[config.mk]
export PLATFORM = sky130hd
export DESIGN_NAME = base64_stream_decoder_top
export DESIGN_NICKNAME = d
export VERILOG_FILES = /design/src/hdl/b64d_pkg.sv /design/src/hdl/base64_stream_decoder_top.sv /design/src/hdl/b64d_front.sv /design/src/hdl/b64d_queue.sv /design/src/hdl/b64d_back.sv
export SDC_FILE = /design/constraint.sdc
export NUM_CORES = 1
export LEC_CHECK = 0
export BUFFER_PORTS_ARGS = -buffer_cell sky130_fd_sc_hd__buf_2
export CORE_MARGIN = 4
export CORE_UTILIZATION = 57
export DETAILED_ROUTE_END_ITERATION = 6
export HOLD_SLACK_MARGIN = 0.12
export PLACE_DENSITY = 0.75
export SYNTH_ARGS = -nofsm -noshare
export SYNTH_HDL_FRONTEND = slang
export SYNTH_HIERARCHICAL = 1
export SYNTH_SLANG_ARGS = --single-unit
[constraint.sdc]
create_clock -name clk_i -period 3.43 [get_ports clk_i]
set_clock_uncertainty 0.05 [all_clocks]
set_input_delay 0.1715 -clock clk_i [delete_from_list [all_inputs] [get_ports clk_i]]
set_output_delay 0.1715 -clock clk_i [all_outputs]
set_load 0.03 [all_outputs]
[src/hdl/b64d_pkg.sv]
// Shared types, codes and the character decode function of the base64 stream decoder.
// Used by the top level, front, queue and back modules; depends on nothing else.
`default_nettype none

package b64d_pkg;

  localparam int unsigned QUEUE_DEPTH = 4;
  localparam logic [7:0]  PAD_CHAR    = 8'h3D;

  typedef enum logic [1:0] {
    ST_OK      = 2'd0,
    ST_ILLEGAL = 2'd1,
    ST_LENGTH  = 2'd2
  } b64d_status_e;

  typedef enum logic {
    KIND_DATA   = 1'b0,
    KIND_STATUS = 1'b1
  } b64d_kind_e;

  typedef struct packed {
    b64d_kind_e   kind;
    logic [7:0]   data_byte;
    b64d_status_e status;
    logic         last;
  } b64d_item_t;

  // One queue entry holds every result that a single character causes.
  typedef struct packed {
    logic       two;
    b64d_item_t first;
    b64d_item_t second;
  } b64d_op_t;

  typedef struct packed {
    logic       valid;
    logic [5:0] sextet;
  } b64d_dec_t;

  function automatic b64d_dec_t b64d_decode(input logic [7:0] c);
    b64d_dec_t  res;
    logic [7:0] diff;
    res  = '{valid: 1'b1, sextet: 6'd0};
    diff = 8'd0;
    case (c) inside
      [8'h41:8'h5A]: begin
        diff       = c - 8'h41;
        res.sextet = diff[5:0];
      end
      [8'h61:8'h7A]: begin
        diff       = c - 8'h61 + 8'd26;
        res.sextet = diff[5:0];
      end
      [8'h30:8'h39]: begin
        diff       = c - 8'h30 + 8'd52;
        res.sextet = diff[5:0];
      end
      8'h2B: res.sextet = 6'd62;
      8'h2F: res.sextet = 6'd63;
      default: res.valid = 1'b0;
    endcase
    return res;
  endfunction

endpackage

`default_nettype wire

[src/hdl/base64_stream_decoder_top.sv]
// Top level of the base64 stream decoder: front part, entry queue and back part.
// Depends on b64d_pkg, b64d_front, b64d_queue and b64d_back.
//
// Usage: one base64 character per transfer on the slave channel, tlast on the final
// character of the encoded text. The master channel carries one result per transfer:
// tuser 0 is a decoded byte in tdata[7:0], tuser 1 is the closing status in tdata[9:8]
// (0 ok, 1 illegal character, 2 length not a multiple of four). tlast marks the final
// result caused by one character; a status transfer always has it set.
// Throughput: one character per cycle while the queue is not full. Most characters
// cause at most one result; an unpadded closing character or one after a misplaced
// pad causes two, which leave one after the other from the single output register.
// Each result is written into the queue by the edge that accepts its character and is
// loaded into the output register once that register is free and no earlier result waits.
// When the receiver stalls, results gather in the queue (QDEPTH entries) and
// s_axis_tready_o falls once it is full; no result is lost or repeated.
// Reset clears the group state, empties the queue and drops the output valid.
`default_nettype none

module base64_stream_decoder_top
  import b64d_pkg::*;
#(
  parameter int unsigned QDEPTH = QUEUE_DEPTH
) (
  input  wire logic        clk_i,
  input  wire logic        rst_ni,
  input  wire logic        s_axis_tvalid_i,
  output logic             s_axis_tready_o,
  input  wire logic [7:0]  s_axis_tdata_i,   // [7:0] char_in
  input  wire logic        s_axis_tlast_i,   // end_of_input
  output logic             m_axis_tvalid_o,
  input  wire logic        m_axis_tready_i,
  output logic [15:0]      m_axis_tdata_o,   // [7:0] data_byte, [9:8] status, rest zero
  output logic             m_axis_tuser_o,   // kind
  output logic             m_axis_tlast_o    // last_of_run
);

  logic       push, pop, q_full, q_empty;
  b64d_op_t   wr_op, rd_op;
  b64d_item_t item;

  b64d_front u_front (
    .clk_i      (clk_i),
    .rst_ni     (rst_ni),
    .in_valid_i (s_axis_tvalid_i),
    .in_ready_o (s_axis_tready_o),
    .char_i     (s_axis_tdata_i),
    .end_i      (s_axis_tlast_i),
    .q_full_i   (q_full),
    .push_o     (push),
    .op_o       (wr_op)
  );

  b64d_queue #(
    .DEPTH (QDEPTH)
  ) u_queue (
    .clk_i   (clk_i),
    .rst_ni  (rst_ni),
    .push_i  (push),
    .wr_op_i (wr_op),
    .pop_i   (pop),
    .rd_op_o (rd_op),
    .full_o  (q_full),
    .empty_o (q_empty)
  );

  b64d_back u_back (
    .clk_i       (clk_i),
    .rst_ni      (rst_ni),
    .q_empty_i   (q_empty),
    .q_op_i      (rd_op),
    .pop_o       (pop),
    .out_valid_o (m_axis_tvalid_o),
    .out_ready_i (m_axis_tready_i),
    .out_item_o  (item)
  );

  assign m_axis_tdata_o = {6'd0, item.status, item.data_byte};
  assign m_axis_tuser_o = item.kind;
  assign m_axis_tlast_o = item.last;

endmodule

`default_nettype wire

[src/hdl/b64d_front.sv]
// Front part: accepts characters, tracks the group state and builds result entries.
// Depends on b64d_pkg; feeds b64d_queue.
`default_nettype none

module b64d_front
  import b64d_pkg::*;
(
  input  wire logic       clk_i,
  input  wire logic       rst_ni,
  input  wire logic       in_valid_i,
  output logic            in_ready_o,
  input  wire logic [7:0] char_i,
  input  wire logic       end_i,
  input  wire logic       q_full_i,
  output logic            push_o,
  output b64d_op_t        op_o
);

  logic [1:0] pos_q, pos_d;
  logic [5:0] prev_q, prev_d;
  logic       pad_q, pad_d;
  logic       err_q, err_d;
  logic       accept;
  logic       is_pad;
  b64d_dec_t  dec;

  assign in_ready_o = !q_full_i;
  assign accept     = in_valid_i && !q_full_i;
  assign dec        = b64d_decode(char_i);
  assign is_pad     = (char_i == PAD_CHAR);

  function automatic b64d_item_t data_item(input logic [7:0] b, input logic l);
    return '{kind: KIND_DATA, data_byte: b, status: ST_OK, last: l};
  endfunction

  function automatic b64d_item_t status_item(input b64d_status_e st);
    return '{kind: KIND_STATUS, data_byte: 8'd0, status: st, last: 1'b1};
  endfunction

  always_comb begin
    pos_d  = pos_q;
    prev_d = prev_q;
    pad_d  = pad_q;
    err_d  = err_q;
    push_o = 1'b0;
    op_o   = '{two: 1'b0, first: status_item(ST_OK), second: status_item(ST_OK)};
    if (accept) begin
      pos_d = pos_q + 2'd1;
      if (end_i && pos_q != 2'd3) begin
        push_o   = 1'b1;
        op_o.first = status_item(ST_LENGTH);
        pos_d  = 2'd0;
        prev_d = 6'd0;
        pad_d  = 1'b0;
        err_d  = 1'b0;
      end else begin
        case (pos_q)
          2'd0: begin
            prev_d = dec.sextet;
            err_d  = err_q | !dec.valid;
          end
          2'd1: begin
            push_o     = 1'b1;
            op_o.first = data_item({prev_q, dec.sextet[5:4]}, 1'b1);
            prev_d     = dec.sextet;
            err_d      = err_q | !dec.valid;
          end
          2'd2: begin
            if (is_pad) begin
              pad_d = 1'b1;
            end else begin
              push_o     = 1'b1;
              op_o.first = data_item({prev_q[3:0], dec.sextet[5:2]}, 1'b1);
              prev_d     = dec.sextet;
              err_d      = err_q | !dec.valid;
            end
          end
          default: begin
            push_o = 1'b1;
            if (end_i) begin
              // The closing character is only decoded when no padding applies.
              if (!pad_q && !is_pad) begin
                op_o.two    = 1'b1;
                op_o.first  = data_item({prev_q[1:0], dec.sextet}, 1'b0);
                op_o.second = status_item((err_q || !dec.valid) ? ST_ILLEGAL : ST_OK);
              end else begin
                op_o.first = status_item(err_q ? ST_ILLEGAL : ST_OK);
              end
              prev_d = 6'd0;
              pad_d  = 1'b0;
              err_d  = 1'b0;
            end else if (pad_q) begin
              // A held '=' that was not final padding counts as an illegal zero.
              op_o.two    = 1'b1;
              op_o.first  = data_item({prev_q[3:0], 4'd0}, 1'b0);
              op_o.second = data_item({2'd0, dec.sextet}, 1'b1);
              prev_d      = dec.sextet;
              pad_d       = 1'b0;
              err_d       = 1'b1;
            end else begin
              op_o.first = data_item({prev_q[1:0], dec.sextet}, 1'b1);
              prev_d     = dec.sextet;
              err_d      = err_q | !dec.valid;
            end
          end
        endcase
      end
    end
  end

  always_ff @(posedge clk_i or negedge rst_ni) begin
    if (!rst_ni) begin
      pos_q  <= 2'd0;
      prev_q <= 6'd0;
      pad_q  <= 1'b0;
      err_q  <= 1'b0;
    end else begin
      pos_q  <= pos_d;
      prev_q <= prev_d;
      pad_q  <= pad_d;
      err_q  <= err_d;
    end
  end

endmodule

`default_nettype wire

[src/hdl/b64d_queue.sv]
// Short queue of result entries between the front and back parts.
// Depends on b64d_pkg for the entry type.
`default_nettype none

module b64d_queue
  import b64d_pkg::*;
#(
  parameter int unsigned DEPTH = QUEUE_DEPTH
) (
  input  wire logic      clk_i,
  input  wire logic      rst_ni,
  input  wire logic      push_i,
  input  wire b64d_op_t  wr_op_i,
  input  wire logic      pop_i,
  output b64d_op_t       rd_op_o,
  output logic           full_o,
  output logic           empty_o
);

  localparam int unsigned PTR_W = (DEPTH > 1) ? $clog2(DEPTH) : 1;
  localparam int unsigned CNT_W = $clog2(DEPTH + 1);

  b64d_op_t           mem_q [DEPTH];
  logic [PTR_W-1:0]   wr_ptr_q, rd_ptr_q;
  logic [CNT_W-1:0]   count_q;
  logic               do_push, do_pop;

  assign full_o  = (count_q == CNT_W'(DEPTH));
  assign empty_o = (count_q == '0);
  assign do_push = push_i && !full_o;
  assign do_pop  = pop_i && !empty_o;
  assign rd_op_o = mem_q[rd_ptr_q];

  always_ff @(posedge clk_i) begin
    if (do_push) begin
      mem_q[wr_ptr_q] <= wr_op_i;
    end
  end

  always_ff @(posedge clk_i or negedge rst_ni) begin
    if (!rst_ni) begin
      wr_ptr_q <= '0;
      rd_ptr_q <= '0;
      count_q  <= '0;
    end else begin
      if (do_push) begin
        wr_ptr_q <= (wr_ptr_q == PTR_W'(DEPTH - 1)) ? '0 : wr_ptr_q + 1'b1;
      end
      if (do_pop) begin
        rd_ptr_q <= (rd_ptr_q == PTR_W'(DEPTH - 1)) ? '0 : rd_ptr_q + 1'b1;
      end
      case ({do_push, do_pop})
        2'b10:   count_q <= count_q + 1'b1;
        2'b01:   count_q <= count_q - 1'b1;
        default: count_q <= count_q;
      endcase
    end
  end

endmodule

`default_nettype wire

[src/hdl/b64d_back.sv]
// Back part: unpacks queue entries into single result transfers through an output register.
// Depends on b64d_pkg; reads from b64d_queue.
`default_nettype none

module b64d_back
  import b64d_pkg::*;
(
  input  wire logic     clk_i,
  input  wire logic     rst_ni,
  input  wire logic     q_empty_i,
  input  wire b64d_op_t q_op_i,
  output logic          pop_o,
  output logic          out_valid_o,
  input  wire logic     out_ready_i,
  output b64d_item_t    out_item_o
);

  logic       out_valid_q;
  b64d_item_t out_item_q, out_item_d;
  logic       second_pending_q;
  b64d_item_t second_q;
  logic       load;

  assign load        = !out_valid_q || out_ready_i;
  assign pop_o       = load && !second_pending_q && !q_empty_i;
  assign out_valid_o = out_valid_q;
  assign out_item_o  = out_item_q;
  assign out_item_d  = second_pending_q ? second_q : q_op_i.first;

  always_ff @(posedge clk_i) begin
    if (load) begin
      out_item_q <= out_item_d;
    end
    if (pop_o) begin
      second_q <= q_op_i.second;
    end
  end

  always_ff @(posedge clk_i or negedge rst_ni) begin
    if (!rst_ni) begin
      out_valid_q      <= 1'b0;
      second_pending_q <= 1'b0;
    end else if (load) begin
      if (second_pending_q) begin
        out_valid_q      <= 1'b1;
        second_pending_q <= 1'b0;
      end else begin
        out_valid_q      <= !q_empty_i;
        second_pending_q <= !q_empty_i && q_op_i.two;
      end
    end
  end

endmodule

`default_nettype wire

==> summary.log, run 1 <==
qor: route.wl_cell 18.86 um
qor: route.via_per_inst 5.882
qor: global_route.grt_first_pass_wirelength 18.73 mm
qor: job.max_cap_violation_count 0
qor: finish.final.fill_count 779
qor: cts.cts_buffers 17
qor: cts.ctsResizeCount 0
qor: placement.dp_worst_setup_slack 593.7 ps
qor: floorplan.x_dimension_of_the_die 115.6 um
qor: finish.seqCellArea 4199 um2
qor: pwr.max-vdd-ir-drop 0.4701 mV
qor: route.antenna_violating_nets_post_route 0
qor: placement.dp_hpwl 7.562 mm
qor: synth.synth_enable_flop_cells 124
qor: cts.clkSinkCount 143
qor: floorplan.design.core.area 11370 um2
qor: floorplan.initial_utilization 58.05%
qor: finish.postLayoutCoreUtil 65.24%
qor: finish.multi_input_comb_area 2172 um2
qor: finish.layout_net_count 495
qor: sta.final_min_period_over_clock_period 76.37%
qor: synth.synth-async-reset-ratio 13.29%
qor: sta.whs 160.1 ps
qor: synth.yosys_warnings 6
qor: cts.cts.path.max_buffers 2
qor: worst_setup_path.cp-endpoint u_queue/count_q[2]$_DFFE_PN0P_
qor: worst_setup_path.critical_path_class reg2reg
qor: finish.stdcell_count 618
qor: placement.gp_congestion 0.8878
qor: cts.cts_root_buf clkbuf_16
qor: worst_setup_path.crit_start u_front/pos_q[0]$_DFFE_PN0P_
qor: worst_setup_path.worstPathRequired 3710 ps
qor: synth.synth-seq-area-share 63.62%
qor: global_route.grt_antenna_before_repair 0
qor: sta.postLayoutSetupSlackWorst 810.4 ps
qor: finish.num_antenna_cells 0
qor: sta.tightestPinTransition 732.3 ps
qor: global_route.met1_usage 24.93%
qor: route.drc 0
qor: outcome.status finished clean
qor: sta.drv_slew 0
qor: worst_setup_path.path_max_fanout 23
qor: worst_setup_path.crit_chain ha_1 > buf_4 > nand2b_1 > a21oi_1 > nor2b_2 > inv_1 > ha_1 > inv_1 > fa_1 > xor2_1 > nor2_1 > xor2_1
qor: worst_setup_path.slowest_delay 410 ps
qor: worst_setup_path.worstRegToRegCells 12
qor: global_route.grt_use_met3 4.648%
qor: sta.maxClockFrequency 381.7 MHz
qor: worst_setup_path.reg2reg_from u_front/pos_q[0]$_DFFE_PN0P_
qor: cts.clk_latency 410 ps
qor: placement.dpl_cell_area 6812 um2
qor: worst_setup_path.critical_path_arrival 2900 ps
qor: synth.synthDistinctLibCells 63
qor: floorplan.i_o_pins 33
qor: cts.cts_tree built
qor: finish.post_route_design_area 7417 um2
qor: sta.report.final.hold_viol_count 0
qor: placement.io_buffer_count 26
qor: worst_setup_path.ff2ff_setup_slack 810 ps
qor: sta.rsz0062_at_grt false
qor: route.route.final.wire_length 11.65 mm
qor: pwr.leakage 2.631 nW
qor: floorplan.die-area 13360 um2
qor: worst_setup_path.cpMaxStageDelayCell dfrtp_1
qor: global_route.grt_start_max_net_pins 29
qor: sta.max-slew-margin-rel 50.73%
qor: route.violation_count_after_the_first_detailed_routing_iteration 255
qor: global_route.grt_usage 18.78%
qor: synth.dominant_synthesized_flop_cell edfxtp_1
qor: worst_setup_path.setup.worst_path.end_class register
qor: sta.report.final.setup_viol 0
qor: synth.ys_seq_elements 143
qor: placement.placed_cells_incl_taps 585
qor: global_route.global_route_met2_usage 30.90%
qor: floorplan.core.rowCount 39
qor: synth.post_synth_inst_count 425
qor: worst_setup_path.start_kind register
qor: sta.setup_tns 0 ps
qor: global_route.first_global_vias 3625
qor: sta.period_needed 2620 ps
qor: synth.syn_avg_cell_area 15.53 um2
qor: cts.clk_pin_slew 60 ps
qor: pwr.power.density 819.5 nW/um2
qor: worst_hold_path.min-delay-path-class in2reg
qor: route.num_vias 3635
qor: synth.mappedNetlistArea 6600 um2
qor: floorplan.die_y 115.6 um
qor: pwr.power.total 6.078 mW
qor: global_route.grt_remaining_overflow 0
qor: route.detailedRoute.firstPassIterationCount 5
qor: global_route.top_usage_layer met2
qor: finish.area.growth.synth_to_final 12.38%
qor: cts.htreeDepth 4
qor: finish.final_layout_size_suffix_gt1_share 25.05%
qor: worst_setup_path.timing.rr.end u_queue/count_q[2]$_DFFE_PN0P_
[flip-flops by register name (all words and copies together) (netlist names)]
register and flops:
u_queue/mem_q 100, u_back/out_item_o 12, u_back/second_q 12, u_front/prev_q 6, u_queue/count_q 3, u_front/pos_q 2, u_queue/rd_ptr_q 2, u_queue/wr_ptr_q 2
u_back/out_valid_o 1, u_back/second_pending_q 1, u_front/err_q 1, u_front/pad_q 1
[cells in the final DEF, fill, tap and decap left out, types with 5 or more instances in the layout]
cell	synthesis	layout
a21oi_1	12	12
a221oi_1	5	5
and2_1	5	5
buf_2	3	26
buf_4	12	9
clkbuf_16	0	17
conb_1	3	10
dfrtp_1	19	19
edfxtp_1	124	124
ha_1	19	19
inv_1	17	17
mux2_2	17	17
mux4_1	7	7
mux4_2	18	18
nand2_1	27	27
nand2b_1	6	6
nand3_1	10	10
nor2_1	25	25
nor2b_1	8	8
o21ai_0	14	14
[Yosys cell counts, types with 4 or more instances]
| master | number | share of area (%) |
|---|---|---|
| a21oi_1 | 12 | 0.91 |
| and2_1 | 5 | 0.47 |
| nand2b_1 | 6 | 0.57 |
| a31oi_1 | 4 | 0.38 |
| mux2_2 | 17 | 2.9 |
| clkbuf_1 | 5 | 0.28 |
| a22o_1 | 4 | 0.53 |
| a221oi_1 | 5 | 0.66 |
| mux4_2 | 18 | 6.1 |
| nor2b_1 | 8 | 0.76 |
| mux4_1 | 7 | 2.8 |
| dfrtp_1 | 19 | 7.2 |
| edfxtp_1 | 124 | 56 |
| buf_4 | 12 | 1.4 |
| nand3_1 | 10 | 0.76 |
| nand2_1 | 27 | 1.5 |
| inv_1 | 17 | 0.97 |
| xor2_1 | 4 | 0.53 |
| ha_1 | 19 | 3.6 |
| nor2_1 | 25 | 1.4 |
| o21ai_0 | 14 | 1.1 |
[kinds of logic (layout without fill, tap and decap cells)]
family,count (synthesis),count (layout),synth area share [%]
other,3,10,0.1706
multiplexers,43,43,11.98
AND/OR/NAND/NOR,102,102,8.001
XOR/XNOR,6,6,0.7962
adder cells (fa/ha/maj),20,20,3.905
AO/OA/AOI/OAI,66,66,7.659
flip-flops,143,143,63.62
buffers and inverters,42,85,3.867
[worst min path at each step]
stage                    startpoint  depth (start not counted)                             endpoint  slack [ps]
global placement             rst_ni                          1       u_back/out_valid_o$_DFFE_PN0P_         100
global route        m_axis_tready_i                          3  u_back/second_pending_q$_DFFE_PN0P_         170
CTS                 m_axis_tready_i                          3  u_back/second_pending_q$_DFFE_PN0P_         150
detailed placement           rst_ni                          1       u_back/out_valid_o$_DFFE_PN0P_         110
finish              m_axis_tready_i                          3  u_back/second_pending_q$_DFFE_PN0P_         160
floorplan                    rst_ni                          0       u_back/out_valid_o$_DFFE_PN0P_        -170
[area by class of cell]
class | count | share of cell area [%]
inverters | 17 | 0.8603
repair buffers | 36 | 2.800
clock buffers | 23 | 6.579
clock inverters | 9 | 1.451
flip-flops and latches | 143 | 56.61
well taps | 143 | 2.412
multi-input cells | 247 | 29.28
[critical path, delay by kind of cell, from the launching register on]
family,cells,cell delay [ps]
compound gates,1,90
xor+xnor,2,310
fa+ha+maj,3,710
buf+inv,3,390
flops,1,410
simple gates,3,570
[per-layer routing]
layer	vias up	wire length, um	part of all wire (%)
met1	1805	5051	43
met2	120	5898	51
met3	11	562	4.8
li1	1699	-	-
met5	-	0	0
met4	0	142	1.2
[power breakdown]
part / internal, mW / switching (mW) / total, mW
Sequential: 2.42 / 0.161 / 2.58
Clock: 1.15 / 0.661 / 1.81
Combinational: 0.722 / 0.973 / 1.69
Total: 4.28 / 1.79 / 6.08
[repair_timing]
action / 4_1_cts / 5_1_grt
endpoints found under the hold margin: 19 / 0
hold buffers: 1 / 0
setup buffers: 0 / 0
Power figures use the tool's default switching activity.
==> run 2: changes to the inputs <==
ABC_AREA = 1   (was default)
clock period = 2.45 ns   (was 3.43 ns; I/O delays follow)
==> run 2 against run 1 <==
Die area grew 8.0%. Sequential cell count is the same. Area after synthesis grew 8.6%. Wire length grew 24%. Synthesized cell count grew 68%. Final cell count grew 51%. Combinational power grew 73%. Via count grew 38%. Clock power grew 32%. Critical path type unchanged. Critical endpoint unchanged. Highest routed layer unchanged.
==> summary.log, run 2 <==
qor: outcome.status finished clean
qor: route.via_per_inst 5.365 [-8.8%]
qor: pwr.power.density 1120 nW/um2 [+37%]
qor: global_route.grt_first_pass_wirelength 22.98 mm [+23%]
qor: global_route.grt_start_max_net_pins 55 [+90%]
qor: sta.drv_slew 0 [unchanged]
qor: placement.placed_cells_incl_taps 899 [+54%]
qor: worst_setup_path.crit_chain inv_1 > nand3_1 > inv_1 > nor3_4 > nand2_1 > inv_1 > ha_1 > inv_1 > fa_1 > nand2_1 > nand3_1 > nand2_1 > nand2_1
qor: synth.yosys_warnings 6 [unchanged]
qor: floorplan.die_y 120.1 um [+3.9%]
qor: synth.dominant_synthesized_flop_cell edfxtp_1
qor: finish.final_common_cell nand2_1
qor: route.detailed_routed_wire_length_on_met2 7.080 mm [+20%]
qor: worst_setup_path.critical_path_class reg2reg
qor: finish.final.fill_count 890 [+14%]
qor: pwr.max-vdd-ir-drop 0.5190 mV [+10%]
qor: synth.synth_largest_type_area_fraction 51.96% [-4.5 points]
qor: route.antenna_violating_nets_post_route 0 [unchanged]
qor: route.wl_cell 15.42 um [-18%]
qor: floorplan.design.core.area 12160 um2 [+7.0%]
qor: route.route.top_layer_used met4
qor: worst_setup_path.worstRegToRegCells 13 [+1]
qor: worst_hold_path.min-delay-path-class in2async
qor: route.violation_count_after_the_first_detailed_routing_iteration 557 [+120%]
qor: worst_setup_path.combined_buffer_and_inverter_count_along_the_critical_path 4 [+1]
qor: worst_setup_path.slowest_delay 380 ps [-30 ps]
qor: floorplan.initial_utilization 58.92% [+0.87 points]
qor: worst_setup_path.category_of_cells_accounting_for_the_largest_share_of_critical_path_delay simple AND/OR/NAND/NOR gates
qor: route.routedLengthMet1 6.259 mm [+24%]
qor: worst_setup_path.reg2reg_from u_queue/count_q[2]$_DFFE_PN0P_
qor: synth.syn_avg_cell_area 10.02 um2 [-35%]
qor: worst_setup_path.critical_path_arrival 2520 ps [-380 ps]
qor: cts.clkSinkCount 143 [unchanged]
qor: global_route.grt_antenna_before_repair 0 [unchanged]
qor: cts.cts_buffers 17 [unchanged]
qor: synth.post_synth_main_area_contributors edfxtp_1 52%, nand2_1 10%, dfrtp_1 6.6%, inv_1 5.4%, o211ai_1 4.2%
qor: finish.max_ffs_per_register 100 [unchanged]
qor: worst_setup_path.path_depth 13 [+1]
qor: synth.synth_top_cell_by_area edfxtp_1
qor: worst_setup_path.worstPathRequired 2720 ps [-990 ps]
qor: global_route.first_global_vias 4793 [+32%]
qor: cts.cts_tree built
qor: synth.post_synth_inst_count 715 [+68%]
qor: sta.maxClockFrequency 444.4 MHz [+16%]
qor: finish.layout.cells.most_common_list 199 x nand2_1, 124 x edfxtp_1, 104 x inv_1
qor: synth.synth_enable_flop_cells 124 [unchanged]
qor: cts.htreeDepth 4 [unchanged]
qor: synth.synth.top_cells.by_count 199 x nand2_1, 124 x edfxtp_1, 104 x inv_1
qor: finish.num_antenna_cells 0 [unchanged]
qor: synth.synth-async-reset-ratio 13.29% [unchanged]
qor: sta.period_needed 2250 ps [-369.2 ps]
qor: synth.synth-seq-area-share 58.60% [-5.0 points]
qor: synth.synth_most_common_cell nand2_1
qor: worst_setup_path.crit_start u_queue/count_q[2]$_DFFE_PN0P_
qor: route.detailedRoute.firstPassIterationCount 6 [+1]
qor: placement.io_buffer_count 26 [unchanged]
qor: finish.area.growth.synth_to_final 12.73%
qor: sta.max-slew-margin-rel 56.66% [+5.9 points]
qor: job.max_cap_violation_count 0 [unchanged]
qor: finish.final_layout_size_suffix_gt1_share 15.38% [-9.7 points]
qor: worst_setup_path.path_max_fanout 4 [-83%]
qor: finish.stdcell_count 935 [+51%]
qor: sta.report.final.hold_viol_count 0 [unchanged]
qor: pwr.power.total 9.047 mW [+49%]
qor: route.num_vias 5016 [+38%]
qor: route.route.final.wire_length 14.42 mm [+24%]
qor: worst_setup_path.cpMaxStageDelayCell dfrtp_1
qor: pwr.leakage 3.438 nW [+31%]
qor: cts.clk_pin_slew 60 ps [about the same]
qor: placement.dp_hpwl 9.683 mm [+28%]
qor: worst_setup_path.ff2ff_setup_slack 200 ps [-610 ps]
qor: placement.gp_congestion 0.9073 [+2.2%]
qor: synth.mappedNetlistArea 7166 um2 [+8.6%]
qor: worst_setup_path.start_kind register
qor: floorplan.x_dimension_of_the_die 120.1 um [+3.9%]
qor: finish.seqCellArea 4200 um2 [about the same]
qor: global_route.grt_usage 20.66% [+1.9 points]
qor: synth.ys_seq_elements 143 [unchanged]
qor: finish.regMostFlops u_queue/mem_q
qor: cts.cts_root_buf clkbuf_16
qor: cts.cts.path.max_buffers 2 [unchanged]
qor: finish.multi_input_comb_area 2326 um2 [+7.1%]
qor: sta.final_min_period_over_clock_period 91.85% [+15 points]
qor: route.met3_length 809 um [+44%]
qor: cts.clk_latency 420 ps [about the same]
qor: global_route.grt_remaining_overflow 0 [unchanged]
qor: route.drc 0 [unchanged]
qor: floorplan.die-area 14430 um2 [+8.0%]
qor: floorplan.i_o_pins 33 [unchanged]
qor: worst_setup_path.timing.rr.end u_queue/count_q[2]$_DFFE_PN0P_
qor: worst_setup_path.cp-endpoint u_queue/count_q[2]$_DFFE_PN0P_
qor: sta.tightestPinTransition 650.1 ps [-82.16 ps]
qor: floorplan.core.rowCount 40 [+2.6%]
qor: synth.synthDistinctLibCells 40 [-37%]
qor: sta.report.final.setup_viol 0 [unchanged]
qor: finish.layout_net_count 787 [+59%]
qor: finish.postLayoutCoreUtil 66.42% [+1.2 points]
qor: worst_setup_path.setup.worst_path.end_class register
run 2: cell types whose count changed after synthesis, sizes merged, moves of 7 or more:
cell / change
a221oi: -7
buf: +11
inv: +98
mux2: -17
mux4: -25
nand2: +179
nand3: +29
nor2: +19
nor2b: -9
o211ai: +45
o22ai: +9
run 2: area by class of cell:
type                       count  share of cell area [%]
inverter                     117                   5.468
clock buffer                  21                   5.824
multi-input combinational    431                   28.79
tap                          168                   2.602
clock inverter                11                   1.131
sequential                   143                   52.00
timing repair buffer          44                   4.182
run 2: where the power goes:
part	switching, mW	total [mW]	internal [mW]
clock	0.932	2.39	1.46
combinational	1.98	2.93	0.948
sequential	0.303	3.72	3.42
total	3.22	9.05	5.83
run 2: through the flow:
stage | TNS [ps] | hold slack (ps) | setup WS [ps] | instance area (um2)
2_1_floorplan | -12880 | -223.1 | -128.8 | 7213
3_3_place_gp | 0 | 55.12 | 246.3 | 7472
3_5_place_dp | 0 | 64.08 | 130.5 | 7472
4_1_cts | 0 | 149.6 | 125.7 | 8074
5_1_grt | -2.997 | 183.8 | -2.997 | 8078
6_report | 0 | 154.7 | 199.6 | 8078
run 2: kinds of logic after synthesis:
group,synth area share (%)
other,0.1571
flip-flops,58.60
adder cells (fa/ha/maj),3.597
AO/OA/AOI/OAI,9.639
buffers and inverters,9.656
XOR/XNOR,0.8556
AND/OR/NAND/NOR,17.50
run 2: how the worst min path moves through the flow:
stage,end,slack [ps],cells after the start
CTS,u_queue/count_q[0]$_DFFE_PN0P_,150,2
global placement,u_queue/wr_ptr_q[0]$_DFFE_PN0P_,60,1
finish,u_queue/wr_ptr_q[1]$_DFFE_PN0P_,150,2
floorplan,u_back/out_valid_o$_DFFE_PN0P_,-220,0
global route,u_queue/wr_ptr_q[1]$_DFFE_PN0P_,180,2
detailed placement,u_queue/wr_ptr_q[1]$_DFFE_PN0P_,60,1
run 2: repair_timing:
action | 4_1_cts | 5_1_grt
hold buffers | 4 | 0
setup endpoints to repair | 0 | 2
endpoints found under the hold margin | 23 | 0
buffers inserted | 0 | 0
resized for setup | 0 | 1
run 2: per-layer routing:
| metal | GRT usage, % | vias to the layer above |
|---|---|---|
| li1 | - | 2434 |
| met1 | 25.89 | 2369 |
| met2 | 34.21 | 187 |
| met3 | 5.655 | 26 |
| met4 | 8.017 | 0 |
| met5 | 0 | - |
==> run 3: changes to the inputs <==
CORE_MARGIN = 1   (was 4)
PLACE_DENSITY = 0.84   (was 0.75)
==> run 3 against run 2 <==
Sequential share of layout area about the same. Register-to-register slack about the same. Count of clock-buffer cells in the layout down 1. Global-route usage up 3.9 points. Wire length up 5.5%. First-iteration DRC count down 23%. Via count up 0.98%.
==> summary.log, run 3 (synthesis gave the netlist of run 2 again) <==
qor: sta.drv_slew 0 [unchanged]
qor: floorplan.initial_utilization 59.16% [+0.24 points]
qor: worst_setup_path.slowest_delay 410 ps [+30 ps]
qor: finish.regMostFlops u_queue/mem_q
qor: finish.final_layout_size_suffix_gt1_share 15.12% [-0.26 points]
qor: cts.cts_buffers 17 [unchanged]
qor: finish.area.growth.synth_to_final 12.82% [about the same]
qor: route.routedLengthMet1 6.171 mm [-1.4%]
qor: worst_setup_path.cpMaxStageDelayCell fa_1
qor: pwr.max-vdd-ir-drop 0.5545 mV [+6.8%]
qor: cts.cts.path.max_buffers 2 [unchanged]
qor: route.route.top_layer_used met4
qor: placement.dp_hpwl 9.859 mm [+1.8%]
qor: floorplan.design.core.area 12110 um2 [-0.41%]
qor: finish.final_common_cell nand2_1
qor: route.met3_length 926 um [+14%]
qor: global_route.grt_remaining_overflow 0 [unchanged]
qor: worst_setup_path.combined_buffer_and_inverter_count_along_the_critical_path 2 [-2]
qor: finish.layout.cells.most_common_list 199 x nand2_1, 124 x edfxtp_1, 104 x inv_1
qor: worst_setup_path.start_kind register
qor: sta.postLayoutSetupSlackWorst 185.0 ps [-14.58 ps]
qor: global_route.grt_usage 24.56% [+3.9 points]
qor: floorplan.die-area 13020 um2 [-9.7%]
qor: sta.maxClockFrequency 441.5 MHz [-0.64%]
qor: cts.htreeDepth 4 [unchanged]
qor: global_route.first_global_vias 4909 [+2.4%]
qor: finish.stdcell_count 935 [unchanged]
qor: sta.report.final.setup_viol 0 [unchanged]
qor: sta.tightestPinTransition 751.8 ps [+101.7 ps]
qor: floorplan.x_dimension_of_the_die 114.1 um [-5.0%]
qor: worst_hold_path.min-delay-path-class in2async
qor: worst_setup_path.critical_path_class reg2reg
qor: floorplan.i_o_pins 33 [unchanged]
qor: pwr.power.density 1133 nW/um2 [+1.2%]
qor: finish.final.fill_count 874 [-1.8%]
qor: sta.final_min_period_over_clock_period 92.45% [+0.60 points]
qor: cts.cts_root_buf clkbuf_16
qor: route.antenna_violating_nets_post_route 0 [unchanged]
qor: route.detailed_routed_wire_length_on_met2 7.854 mm [+11%]
qor: placement.io_buffer_count 26 [unchanged]
qor: route.route.final.wire_length 15.22 mm [+5.5%]
qor: placement.placed_cells_incl_taps 899 [unchanged]
qor: route.drc 0 [unchanged]
qor: placement.gp_congestion 0.9027 [-0.51%]
qor: worst_setup_path.path_max_fanout 4 [unchanged]
qor: outcome.status finished clean
qor: global_route.grt_first_pass_wirelength 23.96 mm [+4.2%]
qor: cts.cts_tree built
qor: sta.whs 163.6 ps [+8.878 ps]
qor: floorplan.core.rowCount 40 [unchanged]
qor: route.violation_count_after_the_first_detailed_routing_iteration 427 [-23%]
qor: sta.report.final.hold_viol_count 0 [unchanged]
qor: floorplan.die_y 114.1 um [-5.0%]
qor: route.detailedRoute.firstPassIterationCount 5 [-1]
qor: cts.clk_pin_slew 60 ps [about the same]
qor: cts.clk_latency 410 ps [about the same]
qor: worst_setup_path.category_of_cells_accounting_for_the_largest_share_of_critical_path_delay adder cells
qor: worst_setup_path.setup.worst_path.end_class register
qor: route.wl_cell 16.28 um [+5.5%]
qor: job.max_cap_violation_count 0 [unchanged]
qor: worst_setup_path.worstPathRequired 2730 ps [about the same]
qor: route.num_vias 5065 [+0.98%]
qor: placement.dp_worst_setup_slack 127.9 ps [-2.586 ps]
qor: finish.max_ffs_per_register 100 [unchanged]
qor: worst_setup_path.crit_chain inv_1 > ha_1 > nor2_1 > nor2_1 > a21oi_1 > nand2_2 > ha_1 > inv_1 > fa_1 > o21ai_0
qor: sta.period_needed 2265 ps [+14.58 ps]
qor: pwr.leakage 3.438 nW [about the same]
qor: global_route.grt_antenna_before_repair 0 [unchanged]
qor: worst_setup_path.critical_path_arrival 2550 ps [+30 ps]
qor: global_route.grt_start_max_net_pins 44 [-20%]
qor: cts.clkSinkCount 143 [unchanged]
qor: finish.num_antenna_cells 0 [unchanged]
qor: sta.max-slew-margin-rel 49.88% [-6.8 points]
qor: finish.layout_net_count 787 [unchanged]
qor: sta.rsz0062_at_grt false
qor: route.via_per_inst 5.417 [+0.98%]
## run 3: timing repair
item / 4_1_cts / 5_1_grt
endpoints found under the hold margin: 23 / 0
hold buffers: 4 / 0
gates resized for setup: 0 / 1
setup buffers: 0 / 0
setup endpoints to repair: 0 / 1
## run 3: report_power, final
part           switching, mW  total [mW]  internal (mW)
Clock                  0.926        2.44           1.51
Combinational           2.02        2.97          0.950
Sequential             0.335        3.75           3.42
## run 3: worst paths after layout
kind                                                startpoint                         endpoint  slack [ps]  cells past startpoint
worst max-delay path              u_front/pos_q[0]$_DFFE_PN0P_   u_queue/count_q[1]$_DFFE_PN0P_         190                     10
worst max register to register    u_front/pos_q[0]$_DFFE_PN0P_   u_queue/count_q[1]$_DFFE_PN0P_         190                     10
worst min register to register  u_queue/count_q[0]$_DFFE_PN0P_   u_queue/count_q[0]$_DFFE_PN0P_         450                      1
min in group clk_i                           s_axis_tdata_i[0]    u_front/prev_q[0]$_DFFE_PN0P_         300                      5
worst min-delay path                                    rst_ni   u_back/out_valid_o$_DFFE_PN0P_         160                      2
max in group asynchronous                               rst_ni  u_queue/rd_ptr_q[0]$_DFFE_PN0P_        1810                      2
## run 3: stage by stage
stage / area (um2) / util, % / TNS, ps / power, mW
after floorplan: 7213 / - / -12880 / 5.933
after global placement: 7472 / 61.69 / 0 / 6.520
after detailed placement: 7472 / 61.69 / 0 / 6.671
after CTS: 8079 / 66.70 / 0 / 9.167
after global routing: 8084 / 66.75 / 0 / 9.642
final: 8084 / 66.75 / 0 / 9.161
## run 3: worst reg2reg max path: stages (launching register included)
cell and delay [ps]:
dfrtp_1 370, inv_1 90, ha_1 270, nor2_1 120, nor2_1 50, a21oi_1 270
nand2_2 100, ha_1 210, inv_1 90, fa_1 410, o21ai_0 160
## run 3: metal layers
layer,global-route usage (%),vias to the layer above
met5,0,-
met4,8.918,0
met3,5.770,26
met2,42.87,210
met1,29.80,2398
li1,-,2431
## run 3: area by class of cell
type / count / area, um2 / area share (%)
Timing Repair Buffer: 44 / 337.8 / 4.179
Tap cell: 168 / 210.2 / 2.600
Clock buffer: 20 / 446.7 / 5.525
Multi-Input combinational cell: 431 / 2327 / 28.79
Clock inverter: 12 / 120.1 / 1.486
Sequential cell: 143 / 4200 / 51.96
Inverter: 117 / 441.7 / 5.464
